===== config.mk =====
export PLATFORM = sky130hd
export DESIGN_NAME = hdq_over_uart_bit_codec
export DESIGN_NICKNAME = d
export VERILOG_FILES = /design/src/rtl/core/hdqub_pkg.sv /design/src/rtl/core/hdq_over_uart_bit_codec.sv /design/src/rtl/core/hdqub_rx_decoder.sv
export SDC_FILE = /design/constraint.sdc
export NUM_CORES = 1
export LEC_CHECK = 0
export BUFFER_PORTS_ARGS = -buffer_cell sky130_fd_sc_hd__clkbuf_2
export CAP_MARGIN = 5
export CORE_MARGIN = 5
export CORE_UTILIZATION = 33
export DETAILED_ROUTE_END_ITERATION = 8
export PLACE_DENSITY_LB_ADDON = 0.15
export SKIP_LAST_GASP = 1
export SYNTH_ARGS = -nofsm -noshare
export SYNTH_HDL_FRONTEND = slang
export SYNTH_SLANG_ARGS = --single-unit

===== constraint.sdc =====
create_clock -name aclk -period 5.5 [get_ports aclk]
set_input_delay 0.275 -clock aclk [delete_from_list [all_inputs] [get_ports aclk]]
set_output_delay 0.275 -clock aclk [all_outputs]
set_load 0.01 [all_outputs]

===== src/rtl/core/hdqub_pkg.sv =====
// Shared types and constants for the HDQ-over-UART bit codec.
`default_nettype none

package hdqub_pkg;

    typedef enum logic [1:0] {
        OP_START  = 2'd0,
        OP_TX     = 2'd1,
        OP_RX     = 2'd2,
        OP_UNUSED = 2'd3
    } opcode_t;

    localparam logic [1:0] CFG_ONE_CODE      = 2'd0;
    localparam logic [1:0] CFG_ZERO_CODE     = 2'd1;
    localparam logic [1:0] CFG_ONE_THRESHOLD = 2'd2;

    localparam logic [7:0] ONE_CODE_RST      = 8'hFE;
    localparam logic [7:0] ZERO_CODE_RST     = 8'hC0;
    localparam logic [7:0] ONE_THRESHOLD_RST = 8'hF0;

    typedef struct packed {
        logic            start;
        logic            rx;
        logic [7:0]      msg_bytes;
        logic [7:0]      data;
        logic [7:0]      threshold;
        logic [7:0][7:0] echo;
    } rx_ctrl_t;

    typedef struct packed {
        logic       emit;
        logic [7:0] rx_byte;
        logic [5:0] rx_index;
        logic       complete;
    } rx_res_t;

endpackage

`default_nettype wire


===== src/rtl/core/hdq_over_uart_bit_codec.sv =====
// Top level: HDQ-over-UART bit codec with stream ports and config write port.
// An accepted transaction's first result is registered and reaches m_tdata in the next cycle.
// Throughput: start and receive transactions one per cycle while the output is free; a
// transmit transaction holds off the input while the beat counter sends its remaining codes.
// Reset: synchronous active-low aresetn clears control state and restores the
// config registers; the echo pattern is not reset.
`default_nettype none

module hdq_over_uart_bit_codec
    import hdqub_pkg::*;
#(
    parameter int MAX_MESSAGE_BYTES = 64
) (
    input  wire logic        aclk,
    input  wire logic        aresetn,

    input  wire logic        s_tvalid,
    output logic             s_tready,
    input  wire logic [23:0] s_tdata,   // tx_count[6:0], rx_count[13:7], data_byte[21:14]
    input  wire logic [1:0]  s_tuser,   // opcode[1:0]

    output logic             m_tvalid,
    input  wire logic        m_tready,
    output logic [23:0]      m_tdata,   // uart_byte[7:0], status[8], rx_byte[16:9],
                                        // rx_index[22:17], complete[23]
    output logic [0:0]       m_tuser,   // rx_valid[0]
    output logic             m_tlast,

    input  wire logic        cfg_wr_en,
    input  wire logic [1:0]  cfg_index,
    input  wire logic [7:0]  cfg_data
);

    localparam int BIT_W = $clog2(MAX_MESSAGE_BYTES * 8 + 1);

    logic [7:0] one_code_reg, zero_code_reg, one_thr_reg;

    logic [7:0][7:0] echo_reg;
    logic            first_sent_reg, first_sent_next;

    logic            tx_active_reg, tx_active_next;
    logic [2:0]      beat_reg, beat_next;
    logic [7:0]      tx_data_reg, tx_data_next;

    logic            m_tvalid_reg, m_tvalid_next;
    logic [23:0]     m_tdata_reg, m_tdata_next;
    logic            m_rxv_reg, m_rxv_next;
    logic            m_tlast_reg, m_tlast_next;

    opcode_t    op;
    logic [7:0] data_in;
    logic [7:0] msg_bytes;
    logic       too_big;
    logic       out_free;
    logic       accept;
    logic       echo_wr;
    logic [7:0] beat_code;
    rx_ctrl_t   rx_ctrl;
    rx_res_t    rx_res;

    function automatic logic [23:0] pack_out(
        input logic [7:0] uart_byte,
        input logic       status,
        input logic [7:0] rx_byte,
        input logic [5:0] rx_index,
        input logic       complete
    );
        return {complete, rx_index, rx_byte, status, uart_byte};
    endfunction

    always_comb begin
        op        = opcode_t'(s_tuser);
        data_in   = s_tdata[21:14];
        msg_bytes = 8'({1'b0, s_tdata[6:0]} + {1'b0, s_tdata[13:7]});
        too_big   = {1'b0, msg_bytes} > 9'(MAX_MESSAGE_BYTES);
        out_free  = !m_tvalid_reg || m_tready;
        s_tready  = !tx_active_reg && out_free;
        accept    = s_tvalid && s_tready;
        echo_wr   = accept && (op == OP_TX) && !first_sent_reg;
        beat_code = tx_data_reg[beat_reg] ? one_code_reg : zero_code_reg;

        rx_ctrl.start     = accept && (op == OP_START) && !too_big;
        rx_ctrl.rx        = accept && (op == OP_RX);
        rx_ctrl.msg_bytes = msg_bytes;
        rx_ctrl.data      = data_in;
        rx_ctrl.threshold = one_thr_reg;
        rx_ctrl.echo      = echo_reg;
    end

    hdqub_rx_decoder #(
        .BIT_W (BIT_W)
    ) u_rx_decoder (
        .aclk    (aclk),
        .aresetn (aresetn),
        .ctrl    (rx_ctrl),
        .res     (rx_res)
    );

    always_comb begin
        tx_active_next  = tx_active_reg;
        beat_next       = beat_reg;
        tx_data_next    = tx_data_reg;
        first_sent_next = first_sent_reg;
        m_tvalid_next   = m_tvalid_reg && !m_tready;
        m_tdata_next    = m_tdata_reg;
        m_rxv_next      = m_rxv_reg;
        m_tlast_next    = m_tlast_reg;

        if (tx_active_reg) begin
            if (out_free) begin
                m_tvalid_next = 1'b1;
                m_tdata_next  = pack_out(beat_code, 1'b0, 8'd0, 6'd0, 1'b0);
                m_rxv_next    = 1'b0;
                m_tlast_next  = (beat_reg == 3'd7);
                beat_next     = beat_reg + 3'd1;
                if (beat_reg == 3'd7) begin
                    tx_active_next = 1'b0;
                end
            end
        end else if (accept) begin
            case (op)
                OP_START: begin
                    m_tvalid_next = 1'b1;
                    m_tdata_next  = pack_out(8'd0, too_big, 8'd0, 6'd0, 1'b0);
                    m_rxv_next    = 1'b0;
                    m_tlast_next  = 1'b0;
                    if (!too_big) begin
                        first_sent_next = 1'b0;
                    end
                end
                OP_TX: begin
                    m_tvalid_next   = 1'b1;
                    m_tdata_next    = pack_out(data_in[0] ? one_code_reg : zero_code_reg,
                                               1'b0, 8'd0, 6'd0, 1'b0);
                    m_rxv_next      = 1'b0;
                    m_tlast_next    = 1'b0;
                    tx_active_next  = 1'b1;
                    beat_next       = 3'd1;
                    tx_data_next    = data_in;
                    first_sent_next = 1'b1;
                end
                OP_RX: begin
                    if (rx_res.emit) begin
                        m_tvalid_next = 1'b1;
                        m_tdata_next  = pack_out(8'd0, 1'b0, rx_res.rx_byte,
                                                 rx_res.rx_index, rx_res.complete);
                        m_rxv_next    = 1'b1;
                        m_tlast_next  = 1'b0;
                    end
                end
                default: begin
                end
            endcase
        end
    end

    always_ff @(posedge aclk) begin
        if (!aresetn) begin
            one_code_reg   <= ONE_CODE_RST;
            zero_code_reg  <= ZERO_CODE_RST;
            one_thr_reg    <= ONE_THRESHOLD_RST;
            first_sent_reg <= 1'b0;
            tx_active_reg  <= 1'b0;
            beat_reg       <= 3'd0;
            m_tvalid_reg   <= 1'b0;
        end else begin
            if (cfg_wr_en) begin
                case (cfg_index)
                    CFG_ONE_CODE:      one_code_reg  <= cfg_data;
                    CFG_ZERO_CODE:     zero_code_reg <= cfg_data;
                    CFG_ONE_THRESHOLD: one_thr_reg   <= cfg_data;
                    default: begin
                    end
                endcase
            end
            first_sent_reg <= first_sent_next;
            tx_active_reg  <= tx_active_next;
            beat_reg       <= beat_next;
            m_tvalid_reg   <= m_tvalid_next;
        end
    end

    always_ff @(posedge aclk) begin
        tx_data_reg <= tx_data_next;
        m_tdata_reg <= m_tdata_next;
        m_rxv_reg   <= m_rxv_next;
        m_tlast_reg <= m_tlast_next;
        if (echo_wr) begin
            for (int i = 0; i < 8; i++) begin
                echo_reg[i] <= data_in[i] ? one_code_reg : zero_code_reg;
            end
        end
    end

    assign m_tvalid   = m_tvalid_reg;
    assign m_tdata    = m_tdata_reg;
    assign m_tuser[0] = m_rxv_reg;
    assign m_tlast    = m_tlast_reg;

    a_tx_starts_burst: assert property (@(posedge aclk) disable iff (!aresetn)
        accept && (op == OP_TX) |=> tx_active_reg && m_tvalid && !m_tlast)
        else $error("transmit transaction did not start an encoded burst");

    a_last_beat: assert property (@(posedge aclk) disable iff (!aresetn)
        tx_active_reg && out_free && (beat_reg == 3'd7)
        |=> m_tvalid && m_tlast && !tx_active_reg)
        else $error("eighth encoded byte not marked last");

    a_last_not_rx: assert property (@(posedge aclk) disable iff (!aresetn)
        m_tvalid |-> !(m_tlast && m_tuser[0]))
        else $error("decoded byte marked as last encoded byte");

    a_busy_blocks_input: assert property (@(posedge aclk) disable iff (!aresetn)
        tx_active_reg && (beat_reg != 3'd7) |=> !s_tready)
        else $error("input accepted during encoded burst");

endmodule

`default_nettype wire


===== src/rtl/core/hdqub_rx_decoder.sv =====
// Receive-side bit decoder: echo check, threshold decode and byte assembly.
`default_nettype none

module hdqub_rx_decoder
    import hdqub_pkg::*;
#(
    parameter int BIT_W = 10
) (
    input  wire logic     aclk,
    input  wire logic     aresetn,
    input  wire rx_ctrl_t ctrl,
    output rx_res_t       res
);

    logic [BIT_W-1:0] bit_index_reg, bit_index_next;
    logic [BIT_W-1:0] expected_reg, expected_next;
    logic [7:0]       asm_reg, asm_next;

    logic [BIT_W-1:0] j_inc;
    logic [2:0]       pos;
    logic             echo_ok;
    logic             take;
    logic             hit;
    logic [7:0]       asm_base;
    logic [7:0]       asm_new;

    always_comb begin
        pos      = bit_index_reg[2:0];
        j_inc    = bit_index_reg + BIT_W'(1);
        echo_ok  = (bit_index_reg >= BIT_W'(8)) || (ctrl.data == ctrl.echo[pos]);
        take     = ctrl.rx && echo_ok && (bit_index_reg < expected_reg);
        hit      = ctrl.data >= ctrl.threshold;
        asm_base = (pos == 3'd0) ? 8'd0 : asm_reg;
        asm_new  = asm_base | (8'(hit) << pos);

        bit_index_next = bit_index_reg;
        expected_next  = expected_reg;
        asm_next       = asm_reg;
        if (ctrl.start) begin
            bit_index_next = '0;
            expected_next  = BIT_W'({3'b000, ctrl.msg_bytes, 3'b000});
            asm_next       = '0;
        end else if (take) begin
            bit_index_next = j_inc;
            asm_next       = asm_new;
        end

        res.emit     = take && (pos == 3'd7);
        res.rx_byte  = asm_new;
        res.rx_index = 6'(bit_index_reg >> 3);
        res.complete = j_inc >= expected_reg;
    end

    always_ff @(posedge aclk) begin
        if (!aresetn) begin
            bit_index_reg <= '0;
            expected_reg  <= '0;
            asm_reg       <= '0;
        end else begin
            bit_index_reg <= bit_index_next;
            expected_reg  <= expected_next;
            asm_reg       <= asm_next;
        end
    end

    a_index_bounded: assert property (@(posedge aclk) disable iff (!aresetn)
        bit_index_reg <= expected_reg)
        else $error("bit index ran past expected bit count");

    a_emit_on_byte_end: assert property (@(posedge aclk) disable iff (!aresetn)
        res.emit |=> bit_index_reg[2:0] == 3'd0)
        else $error("byte emitted off a byte boundary");

endmodule

`default_nettype wire

==> results of run 1 <==
-- cells by family after synthesis --
logic type / Yosys count / synth area share
buffers and inverters: 79 / 0.0396
AO/OA/AOI/OAI: 90 / 0.0785
multiplexers: 109 / 0.178
adder cells (fa/ha/maj): 39 / 0.0632
AND/OR/NAND/NOR: 165 / 0.102
XOR/XNOR: 20 / 0.0223
flip-flops: 153 / 0.516
-- report_power, final --
| part | internal (W) | total [W] | switching (W) |
|---|---|---|---|
| Sequential | 0.00127 | 0.00130 | 0.0000260 |
| Combinational | 0.000108 | 0.000251 | 0.000143 |
| Clock | 0.000601 | 0.00110 | 0.000496 |
-- worst max-delay path, cell delays in order, from the launching register on --
cell,delay [ns]
dfxtp_1,0.68
buf_4,0.38
mux4_2,0.53
mux2i_1,0.27
xnor2_1,0.11
nor4_1,0.34
a21oi_1,0.19
nor3_2,0.22
a211o_1,0.45
buf_4,0.34
-- stage by stage --
step / area [sq um] / hold slack, ns / power (W) / std cells
finish: 8990 / 0.109 / 0.00265 / 1032
global route: 8990 / 0.0908 / 0.00276 / 1032
CTS: 8990 / 0.0999 / 0.00268 / 1032
detailed placement: 8440 / 0.453 / 0.00158 / 1000
global placement: 8440 / 0.445 / 0.00157 / 1000
floorplan: 7840 / 0.374 / 0.00149 / 655
-- placed cells by master (no fill, tap or decap), types with 9 or more instances in the layout --
cell       count
inv_1         32
and2_1         9
edfxtp_1      98
dfxtp_1       55
clkbuf_16     17
mux4_2        18
xnor2_1       18
a21oi_1       18
mux2i_1       25
o21ai_0       17
mux2_2        66
ha_1          38
nand4_1       10
nor2_1        38
clkbuf_2      66
nand3_1       19
nand2_1       46
-- final timing paths --
path	to	slack, ns	cells after the start
min reg2reg	u_rx_decoder.asm_reg[4]$_SDFFE_PP0P_	0.47	2
max	m_tdata[10]$_SDFFCE_PP0P_	1.66	9
max reg2reg	m_tdata[10]$_SDFFCE_PP0P_	1.66	9
min	one_code_reg[6]$_SDFFE_PN1P_	0.11	3
-- metal layers --
metal  vias up  track usage  part of all wire
li1       2496            -                 -
met1      2544        0.180              0.44
met2       112        0.256              0.50
met3        20       0.0309             0.041
met4         0       0.0396             0.016
met5         -            0                 0
-- final cells by class --
cell class,count,area (sq um)
Fill cell,2288,14500
Sequential cell,153,4040
Multi-Input combinational cell,423,3500
Clock buffer,18,439
Tap cell,319,399
Timing Repair Buffer,73,383
Inverter,32,120
Clock inverter,14,111
==> flow_metrics.py, run 1 <==
metrics = {
    "run_status": {
        "status": "complete, no violations",
    },
    "floorplan": {
        "die_area_sq_um": 26900,
        "initial_utilization": 0.334,
        "die_h_um": 164,
        "top_level_ports": 69,
        "core_area_sq_um": 23500,
        "rows": 56,
        "die_width_um": 164,
    },
    "timing": {
        "fmaxAchievable_mhz": 260,
        "fin_crit_sh": 0.699,
        "finalSetupViolations": 0,
        "worst_relative_slew_slack": 0.270,
        "setup_tns_ns": 0,
        "timing.clock.skew_ns": 0.0128,
        "timing.final.ws_setup_ns": 1.66,
        "fin_crit_ns": 3.84,
        "rsz0062_at_grt": "no",
        "finalHoldViolCount": 0,
        "slew_viol_final": 0,
        "tightest_slew_ns": 1.09,
    },
    "layout": {
        "largest_register_ffs": 64,
        "final_core_util": 0.383,
        "final_net_count": 780,
        "n_antenna_cell": 0,
        "layout-area-overhead-vs-synth_pct": 14.7,
        "share_of_cells_above_drive_strength_1": 0.272,
    },
    "synthesis": {
        "synthDistinctLibCells": 51,
        "async_reset_ff_frac": 0,
        "synth_area_leader_cell": "edfxtp_1",
        "leading_cell_types_by_total_area_after_synthesis": "edfxtp_1, dfxtp_1, mux2_2",
        "yosysSeqAreaShare": 0.516,
        "synth-edff-count": 98,
        "post_synth_inst_count": 655,
        "synth.most_common_cell": "edfxtp_1",
        "synth_ff_type": "edfxtp_1",
        "post_synth.cell_area_avg_sq_um": 12.0,
        "synthesis.nets": 735,
        "synth_warnings": 0,
        "post_synth_design_cell_area_sq_um": 7840,
        "ys_ff_latch": 153,
        "ys_top_cells_by_count": "edfxtp_1, mux2_2, dfxtp_1, nand2_1, nor2_1",
        "post-synth-top-area-fraction": 0.375,
    },
    "grt": {
        "gr-usage-all-layers": 0.145,
        "wire_length_of_the_first_global_routing_pass_mm": 30.0,
        "antenna_violations_before_repair": 0,
        "total_grt_overflow": 0,
        "number_of_global_route_vias_before_repair": 5421,
        "grt_start_max_net_pins": 65,
    },
    "clocking": {
        "cts_max_path_bufs": 2,
        "ctsResizeCount": 0,
        "numCtsBuffers": 17,
        "hold_buffers": 0,
        "clock_insertion_delay_worst_skew_ns": 0.42,
        "cts-root-buf": "clkbuf_16",
        "clock_sinks": 153,
        "worst_setup_hold_path_clk_slew_ns": 0.07,
        "post_cts.repair.setup_buffers": 0,
        "cts_tree": "done",
        "htree_levels": 4,
    },
    "hold_path": {
        "hold_class": "in -> reg",
        "hold_start": "cfg_data[6]",
    },
    "detailed_routing": {
        "routed_wirelength_mm": 19.0,
        "wl_per_cell_um": 18.4,
        "first_iter_violations": 240,
        "ant_nets": 0,
        "dr_total_vias": 5172,
        "remaining_drc_errors": 0,
        "drtPass1Iterations": 5,
        "via_per_inst": 5.01,
    },
    "place": {
        "dp_worst_setup_slack_ns": 1.53,
        "hpwlAfterDp_mm": 13.1,
        "gp_congestion": 0.727,
        "quantity_of_i_o_buffers_inserted_on_ports": 66,
    },
    "worst_setup_path": {
        "timing.rr.start": "u_rx_decoder.bit_index_reg[0]$_SDFFE_PP0P_",
        "critical_path_class": "reg -> reg",
        "cp_data_required_time_ns": 5.61,
        "crit_path_start_kind": "register",
        "worst_setup_path_startpoint": "u_rx_decoder.bit_index_reg[0]$_SDFFE_PP0P_",
        "critical_path.max_fanout": 16,
        "cp.arrival_ns": 3.95,
        "timing.critical_path.to_type": "register",
    },
    "job": {
        "timing.max_cap.violations": 0,
    },
    "pwr": {
        "pleak_nw": 3.39,
        "power.ir.vdd_worst_v": 0.000187,
        "power.density_nw_per_um2": 294,
    },
}
No activity file was read; power rests on OpenSTA's default activity.
==> run 2, diff against run 1 <==
- ABC_AREA: default -> 1
- clock period: 5.5 -> 3.2 ns (I/O delays scaled with it)
==> run 2 against run 1 <==
Net effect:
- synthesized cell count rose by 51%
- first-iteration DRC count grew 100%
- fmax grew 48%
- register-to-register slack got worse by 1.1 ns
- flip-flop and latch count is the same
- clock-buffer cell count grew 1
- area after synthesis rose by 2.6%
- global-route usage rose by 0.35 points
- sequential power up 72%
- clock skew is essentially flat
- non-clock buffer count is 18 higher
- clock power up 83%
==> flow_metrics.py, run 2 <==
metrics = {
    "synthesis": {
        "synthesis.nets": 1067,
        "post_synth_design_cell_area_sq_um": 8040,
        "leading_cell_types_by_total_area_after_synthesis": "edfxtp_1, nand2_1, dfxtp_1",
        "synth.most_common_cell": "nand2_1",
        "async_reset_ff_frac": 0,
        "yosysSeqAreaShare": 0.503,
        "synthDistinctLibCells": 33,
        "synth_warnings": 0,
        "synth-edff-count": 98,
        "post_synth_inst_count": 987,
        "synth_area_leader_cell": "edfxtp_1",
        "ys_top_cells_by_count": "nand2_1, inv_1, o21ai_0, edfxtp_1, nor2_1",
        "synth_ff_type": "edfxtp_1",
        "post-synth-top-area-fraction": 0.366,
        "post_synth.cell_area_avg_sq_um": 8.15,
        "ys_ff_latch": 153,
    },
    "layout": {
        "fin_cells": 1389,
        "share_of_cells_above_drive_strength_1": 0.118,
        "final_core_util": 0.389,
        "largest_register_ffs": 64,
        "final_net_count": 1132,
        "layout_common_cells": "nand2_1, inv_1, o21ai_0",
        "layout-area-overhead-vs-synth_pct": 17.0,
        "n_antenna_cell": 0,
        "layout.filler_cells": 2486,
        "layout_commonest_cell": "nand2_1",
    },
    "pwr": {
        "power.density_nw_per_um2": 499,
        "clockPowerShare": 0.428,
        "power.internal_w": 0.00347,
        "total_switching_power_w": 0.00123,
        "switching_share": 0.261,
        "seq_power_share": 0.475,
        "power.ir.vdd_worst_v": 0.000303,
        "combinationalPowerShare": 0.097,
        "pleak_nw": 4.05,
    },
    "floorplan": {
        "top_level_ports": 69,
        "die_area_sq_um": 27600,
        "die_width_um": 166,
        "core_area_sq_um": 24200,
        "rows": 57,
        "initial_utilization": 0.333,
        "die_h_um": 166,
    },
    "worst_setup_path": {
        "cp_cell_sequence": "inv_1 > buf_4 > nand3_1 > nand3_1 > nand3_1 > nand2_1 > nand2_1 > nor2_1 > nand2_1 > nand2_2 > nand3_1 > a21oi_4 > buf_4",
        "critPathMaxStageDelay_ns": 0.36,
        "crit_slowest_cell": "buf_4",
        "critical_path_class": "reg -> reg",
        "crit_path_start_kind": "register",
        "cp.arrival_ns": 2.69,
        "critical_path.max_fanout": 24,
        "timing.critical_path.to_type": "register",
        "cpMostUsedCell": "nand3_1",
        "cp_data_required_time_ns": 3.28,
    },
    "clocking": {
        "cts-root-buf": "clkbuf_16",
        "ctsResizeCount": 0,
        "hold_buffers": 8,
        "post_cts.repair.setup_buffers": 0,
        "clock_insertion_delay_worst_skew_ns": 0.43,
        "htree_levels": 4,
        "numCtsBuffers": 17,
        "cts_max_path_bufs": 2,
        "clock_sinks": 153,
        "cts_tree": "done",
        "worst_setup_hold_path_clk_slew_ns": 0.07,
    },
    "timing": {
        "slew_viol_final": 0,
        "fmaxAchievable_mhz": 384,
        "rsz0062_at_grt": "no",
        "timing.clock.skew_ns": 0.0125,
        "finalHoldViolCount": 0,
        "tightest_slew_ns": 0.643,
        "finalSetupViolations": 0,
        "setup_tns_ns": 0,
        "worst_relative_slew_slack": 0.571,
        "fin_crit_ns": 2.61,
        "fin_crit_sh": 0.814,
    },
    "place": {
        "placed_cells_incl_taps": 1349,
        "hpwlAfterDp_mm": 13.8,
        "quantity_of_i_o_buffers_inserted_on_ports": 66,
        "gp_congestion": 0.788,
    },
    "grt": {
        "antenna_violations_before_repair": 0,
        "wire_length_of_the_first_global_routing_pass_mm": 32.9,
        "number_of_global_route_vias_before_repair": 6153,
        "gr-usage-all-layers": 0.149,
        "total_grt_overflow": 0,
        "grt_start_max_net_pins": 65,
    },
    "run_status": {
        "status": "complete, no violations",
    },
    "detailed_routing": {
        "via_per_inst": 4.63,
        "first_iter_violations": 483,
        "routed_wirelength_mm": 20.2,
        "ant_nets": 0,
        "wl_per_cell_um": 14.6,
        "remaining_drc_errors": 0,
        "drtPass1Iterations": 5,
        "dr_total_vias": 6428,
    },
    "job": {
        "timing.max_cap.violations": 0,
    },
    "hold_path": {
        "hold_class": "in -> reg",
    },
}
## run 2: changes by cell type after synthesis, sizes merged, moves of 9 or more
cell,before,now
nor2,39,62
mux4,18,0
nand3,19,55
a21oi,18,57
mux2i,25,2
mux2,66,0
nand2,46,298
and2,9,0
inv,32,117
xnor2,18,0
o21ai,19,111
## run 2: critical path: cells and delay by family, from the launching register on
family,cells,cell delay [ns]
AND/OR/NAND/NOR,9,0.93
flip-flops,1,0.31
AO/OA/AOI/OAI,1,0.15
buffers and inverters,3,0.84
## run 2: kinds of logic (layout without fill, tap and decap cells)
logic type | Yosys count | after routing | synth area share
buffers and inverters | 164 | 242 | 0.0824
AOI/OAI and AO/OA | 178 | 178 | 0.114
DFF | 153 | 153 | 0.503
muxes | 2 | 2 | 0.00249
adders and majority gates | 39 | 39 | 0.0616
xor gates and xnor gates | 10 | 10 | 0.0109
and+or+nand+nor | 441 | 441 | 0.226
## run 2: final timing paths
path / startpoint / endpoint / slack [ns] / cells past startpoint
max: u_rx_decoder.bit_index_reg[1]$_SDFFE_PP0P_ / m_tdata[0]$_DFFE_PP_ / 0.59 / 13
min: m_tready / tx_active_reg$_SDFF_PN0_ / 0.08 / 4
max reg2reg: u_rx_decoder.bit_index_reg[1]$_SDFFE_PP0P_ / m_tdata[0]$_DFFE_PP_ / 0.59 / 13
min reg2reg: one_thr_reg[1]$_SDFFE_PN0P_ / one_thr_reg[1]$_SDFFE_PN0P_ / 0.46 / 2
## run 2: power by group through the flow
stage / combinational [W] / sequential, W / clock, W
final: 0.000454 / 0.00223 / 0.00201
after detailed placement: 0.000454 / 0.00227 / 0
after global placement: 0.000451 / 0.00227 / 0
after CTS: 0.000463 / 0.00223 / 0.00206
after floorplan: 0.000284 / 0.00227 / 0
after global routing: 0.000523 / 0.00224 / 0.00215
## run 2: metrics by stage
| step | setup WS (ns) | hold WS, ns | instance area [sq um] | power, W |
|---|---|---|---|---|
| 5_1_grt | 0.321 | 0.0847 | 9410 | 0.00491 |
| 2_1_floorplan | 0.0836 | 0.259 | 8050 | 0.00255 |
| 3_3_place_gp | 0.546 | 0.419 | 8740 | 0.00272 |
| 6_report | 0.594 | 0.0800 | 9410 | 0.00469 |
| 4_1_cts | 0.536 | 0.0598 | 9410 | 0.00476 |
| 3_5_place_dp | 0.559 | 0.424 | 8740 | 0.00273 |
## run 2: area by class of cell
class                      count  area (sq um)  share of cell area
tap                          324           405              0.0431
clock buffer                  19           475              0.0505
timing repair buffer          91           563              0.0599
inverter                     119           449              0.0478
sequential                   153          4040               0.430
multi-input combinational    670          3350               0.357
clock inverter                13           115              0.0122
## run 2: routing by layer
metal  wire length [um]  GRT usage
met5                  0          0
met4                310     0.0445
met2               9200      0.240
met1               9960      0.206
met3                763     0.0257
==> run 3, diff against run 2 <==
- clock period: 3.2 -> 2.7 ns (I/O delays scaled with it)
==> run 3 against run 2 <==
Net effect:
- clock power grew 17%
- via count grew 0.12%
- final area grew 1.9%
- total power grew 19%
- critical path type unchanged
- clock skew grew 0.0016 ns
- hold slack lost 0.036 ns
- critical path depth grew 1
==> flow_metrics.py, run 3 (synthesized netlist as in run 2, its figures left out) <==
metrics = {
    "run_status": {
        "status": "complete, no violations",
    },
    "layout": {
        "layout.filler_cells": 2481,
        "largest_register_ffs": 64,
        "share_of_cells_above_drive_strength_1": 0.132,
        "layout-area-overhead-vs-synth_pct": 19.1,
        "layout_common_cells": "nand2_1, inv_1, o21ai_0",
        "multi_input_comb_area_sq_um": 3360,
        "layout_commonest_cell": "nand2_1",
        "final-seq-area_sq_um": 4050,
        "final_net_count": 1145,
        "n_antenna_cell": 0,
    },
    "grt": {
        "wire_length_of_the_first_global_routing_pass_mm": 33.7,
        "grt_start_max_net_pins": 37,
        "total_grt_overflow": 0,
        "gr-usage-all-layers": 0.152,
        "antenna_violations_before_repair": 0,
        "number_of_global_route_vias_before_repair": 6286,
    },
    "worst_setup_path": {
        "cpMostUsedCell": "o21ai_0",
        "cp_cell_sequence": "buf_6 > ha_1 > nand3_1 > xor2_1 > inv_1 > ha_1 > a21oi_1 > nor2_1 > o21ai_0 > nand2_1 > a21oi_1 > o21ai_0 > o21ai_0 > inv_1",
        "critical_path_class": "reg -> reg",
        "cp_data_required_time_ns": 2.87,
        "crit_path_start_kind": "register",
        "timing.critical_path.to_type": "register",
        "cp.arrival_ns": 2.63,
        "critical_path.max_fanout": 14,
        "critPathMaxStageDelay_ns": 0.38,
        "crit_slowest_cell": "dfxtp_1",
    },
    "clocking": {
        "cts_tree": "done",
        "clock_insertion_delay_worst_skew_ns": 0.43,
        "htree_levels": 4,
        "post_cts.repair.setup_buffers": 0,
        "cts-root-buf": "clkbuf_16",
        "numCtsBuffers": 17,
        "cts_max_path_bufs": 2,
        "clock_sinks": 153,
        "worst_setup_hold_path_clk_slew_ns": 0.07,
    },
    "pwr": {
        "power.ir.vdd_worst_v": 0.000385,
        "total_power_w": 0.00557,
        "power.density_nw_per_um2": 581,
        "pleak_nw": 4.14,
    },
    "place": {
        "gp_congestion": 0.817,
        "hpwlAfterDp_mm": 14.9,
        "quantity_of_i_o_buffers_inserted_on_ports": 66,
    },
    "detailed_routing": {
        "via_per_inst": 4.59,
        "routed_wirelength_mm": 20.6,
        "first_iter_violations": 317,
        "dr_total_vias": 6436,
        "remaining_drc_errors": 0,
        "ant_nets": 0,
        "drtPass1Iterations": 5,
        "wl_per_cell_um": 14.7,
    },
    "floorplan": {
        "die_width_um": 166,
        "core_area_sq_um": 24200,
        "rows": 57,
        "die_area_sq_um": 27600,
        "die_h_um": 166,
        "initial_utilization": 0.333,
        "top_level_ports": 69,
    },
    "timing": {
        "rsz0062_at_grt": "no",
        "tightest_slew_ns": 1.08,
        "finalHoldViolCount": 0,
        "timing.clock.skew_ns": 0.0140,
        "worst_relative_slew_slack": 0.277,
        "finalSetupViolations": 0,
        "slew_viol_final": 0,
        "fin_crit_ns": 2.46,
        "fmaxAchievable_mhz": 407,
        "fin_crit_sh": 0.910,
        "setup_tns_ns": 0,
    },
    "hold_path": {
        "hold_class": "in -> reg",
    },
    "job": {
        "timing.max_cap.violations": 0,
    },
}
## run 3: cell count changes in the layout (fill, tap and decap cells not counted), sizes merged
cell,before,now
buf,17,30
inv,128,124
clkinv,4,6
clkbuf,85,86
clkinvlp,0,1
## run 3: path summary, 6_finish.rpt
path                                                   start                           to  slack (ns)  cells past startpoint
hold reg to reg                  one_thr_reg[3]$_SDFFE_PN0P_  one_thr_reg[3]$_SDFFE_PN0P_        0.46                      2
setup reg to reg  u_rx_decoder.bit_index_reg[1]$_SDFFE_PP0P_    m_tdata[23]$_SDFFCE_PP0P_        0.24                     14
hold / removal                                      m_tready     tx_active_reg$_SDFF_PN0_        0.04                      4
setup / recovery  u_rx_decoder.bit_index_reg[1]$_SDFFE_PP0P_    m_tdata[23]$_SDFFCE_PP0P_        0.24                     14
## run 3: final cells by class
cell class / count / share of cell area
clock buffer: 20 / 0.0511
clock inverter: 12 / 0.0104
inverter: 119 / 0.0471
multi-input combinational: 670 / 0.351
sequential: 153 / 0.422
tap: 324 / 0.0423
timing repair buffer: 104 / 0.0759
## run 3: repair_timing
action	in CTS	in global routing
gates resized for setup	0	5
endpoints found under the setup margin	0	21
hold buffers	8	0
endpoints found under the hold margin	15	0
## run 3: through the flow
step	setup WS [ns]	hold WS, ns	std cells	instance area [sq um]	util
CTS	0.173	0.0254	1402	9570	0.396
finish	0.244	0.0442	1402	9580	0.396
floorplan	0.00437	0.234	987	8060	-
global route	0.00660	0.0580	1402	9580	0.396
detailed placement	0.197	0.399	1362	8900	0.368
global placement	0.204	0.392	1362	8900	0.368
## run 3: where the power goes
group	switching (W)	internal [W]
Clock	0.00103	0.00134
Sequential	0.0000464	0.00260
Combinational	0.000361	0.000202
Total	0.00143	0.00414
## run 3: layer usage
metal	vias up	share of wire	GRT usage	wire (um)
li1	3396	-	-	-
met1	2907	0.50	0.215	10200
met2	110	0.46	0.242	9380
met3	23	0.034	0.0245	696
met4	0	0.015	0.0430	318
met5	-	0	0	0
## run 3: critical path: cells and delay by family, from the launching register on
kind            cells  cell delay, ns
simple gates        3            0.25
xor+xnor            1            0.16
compound gates      5            0.64
buf+inv             3            0.32
flops               1            0.38
fa+ha+maj           2            0.45
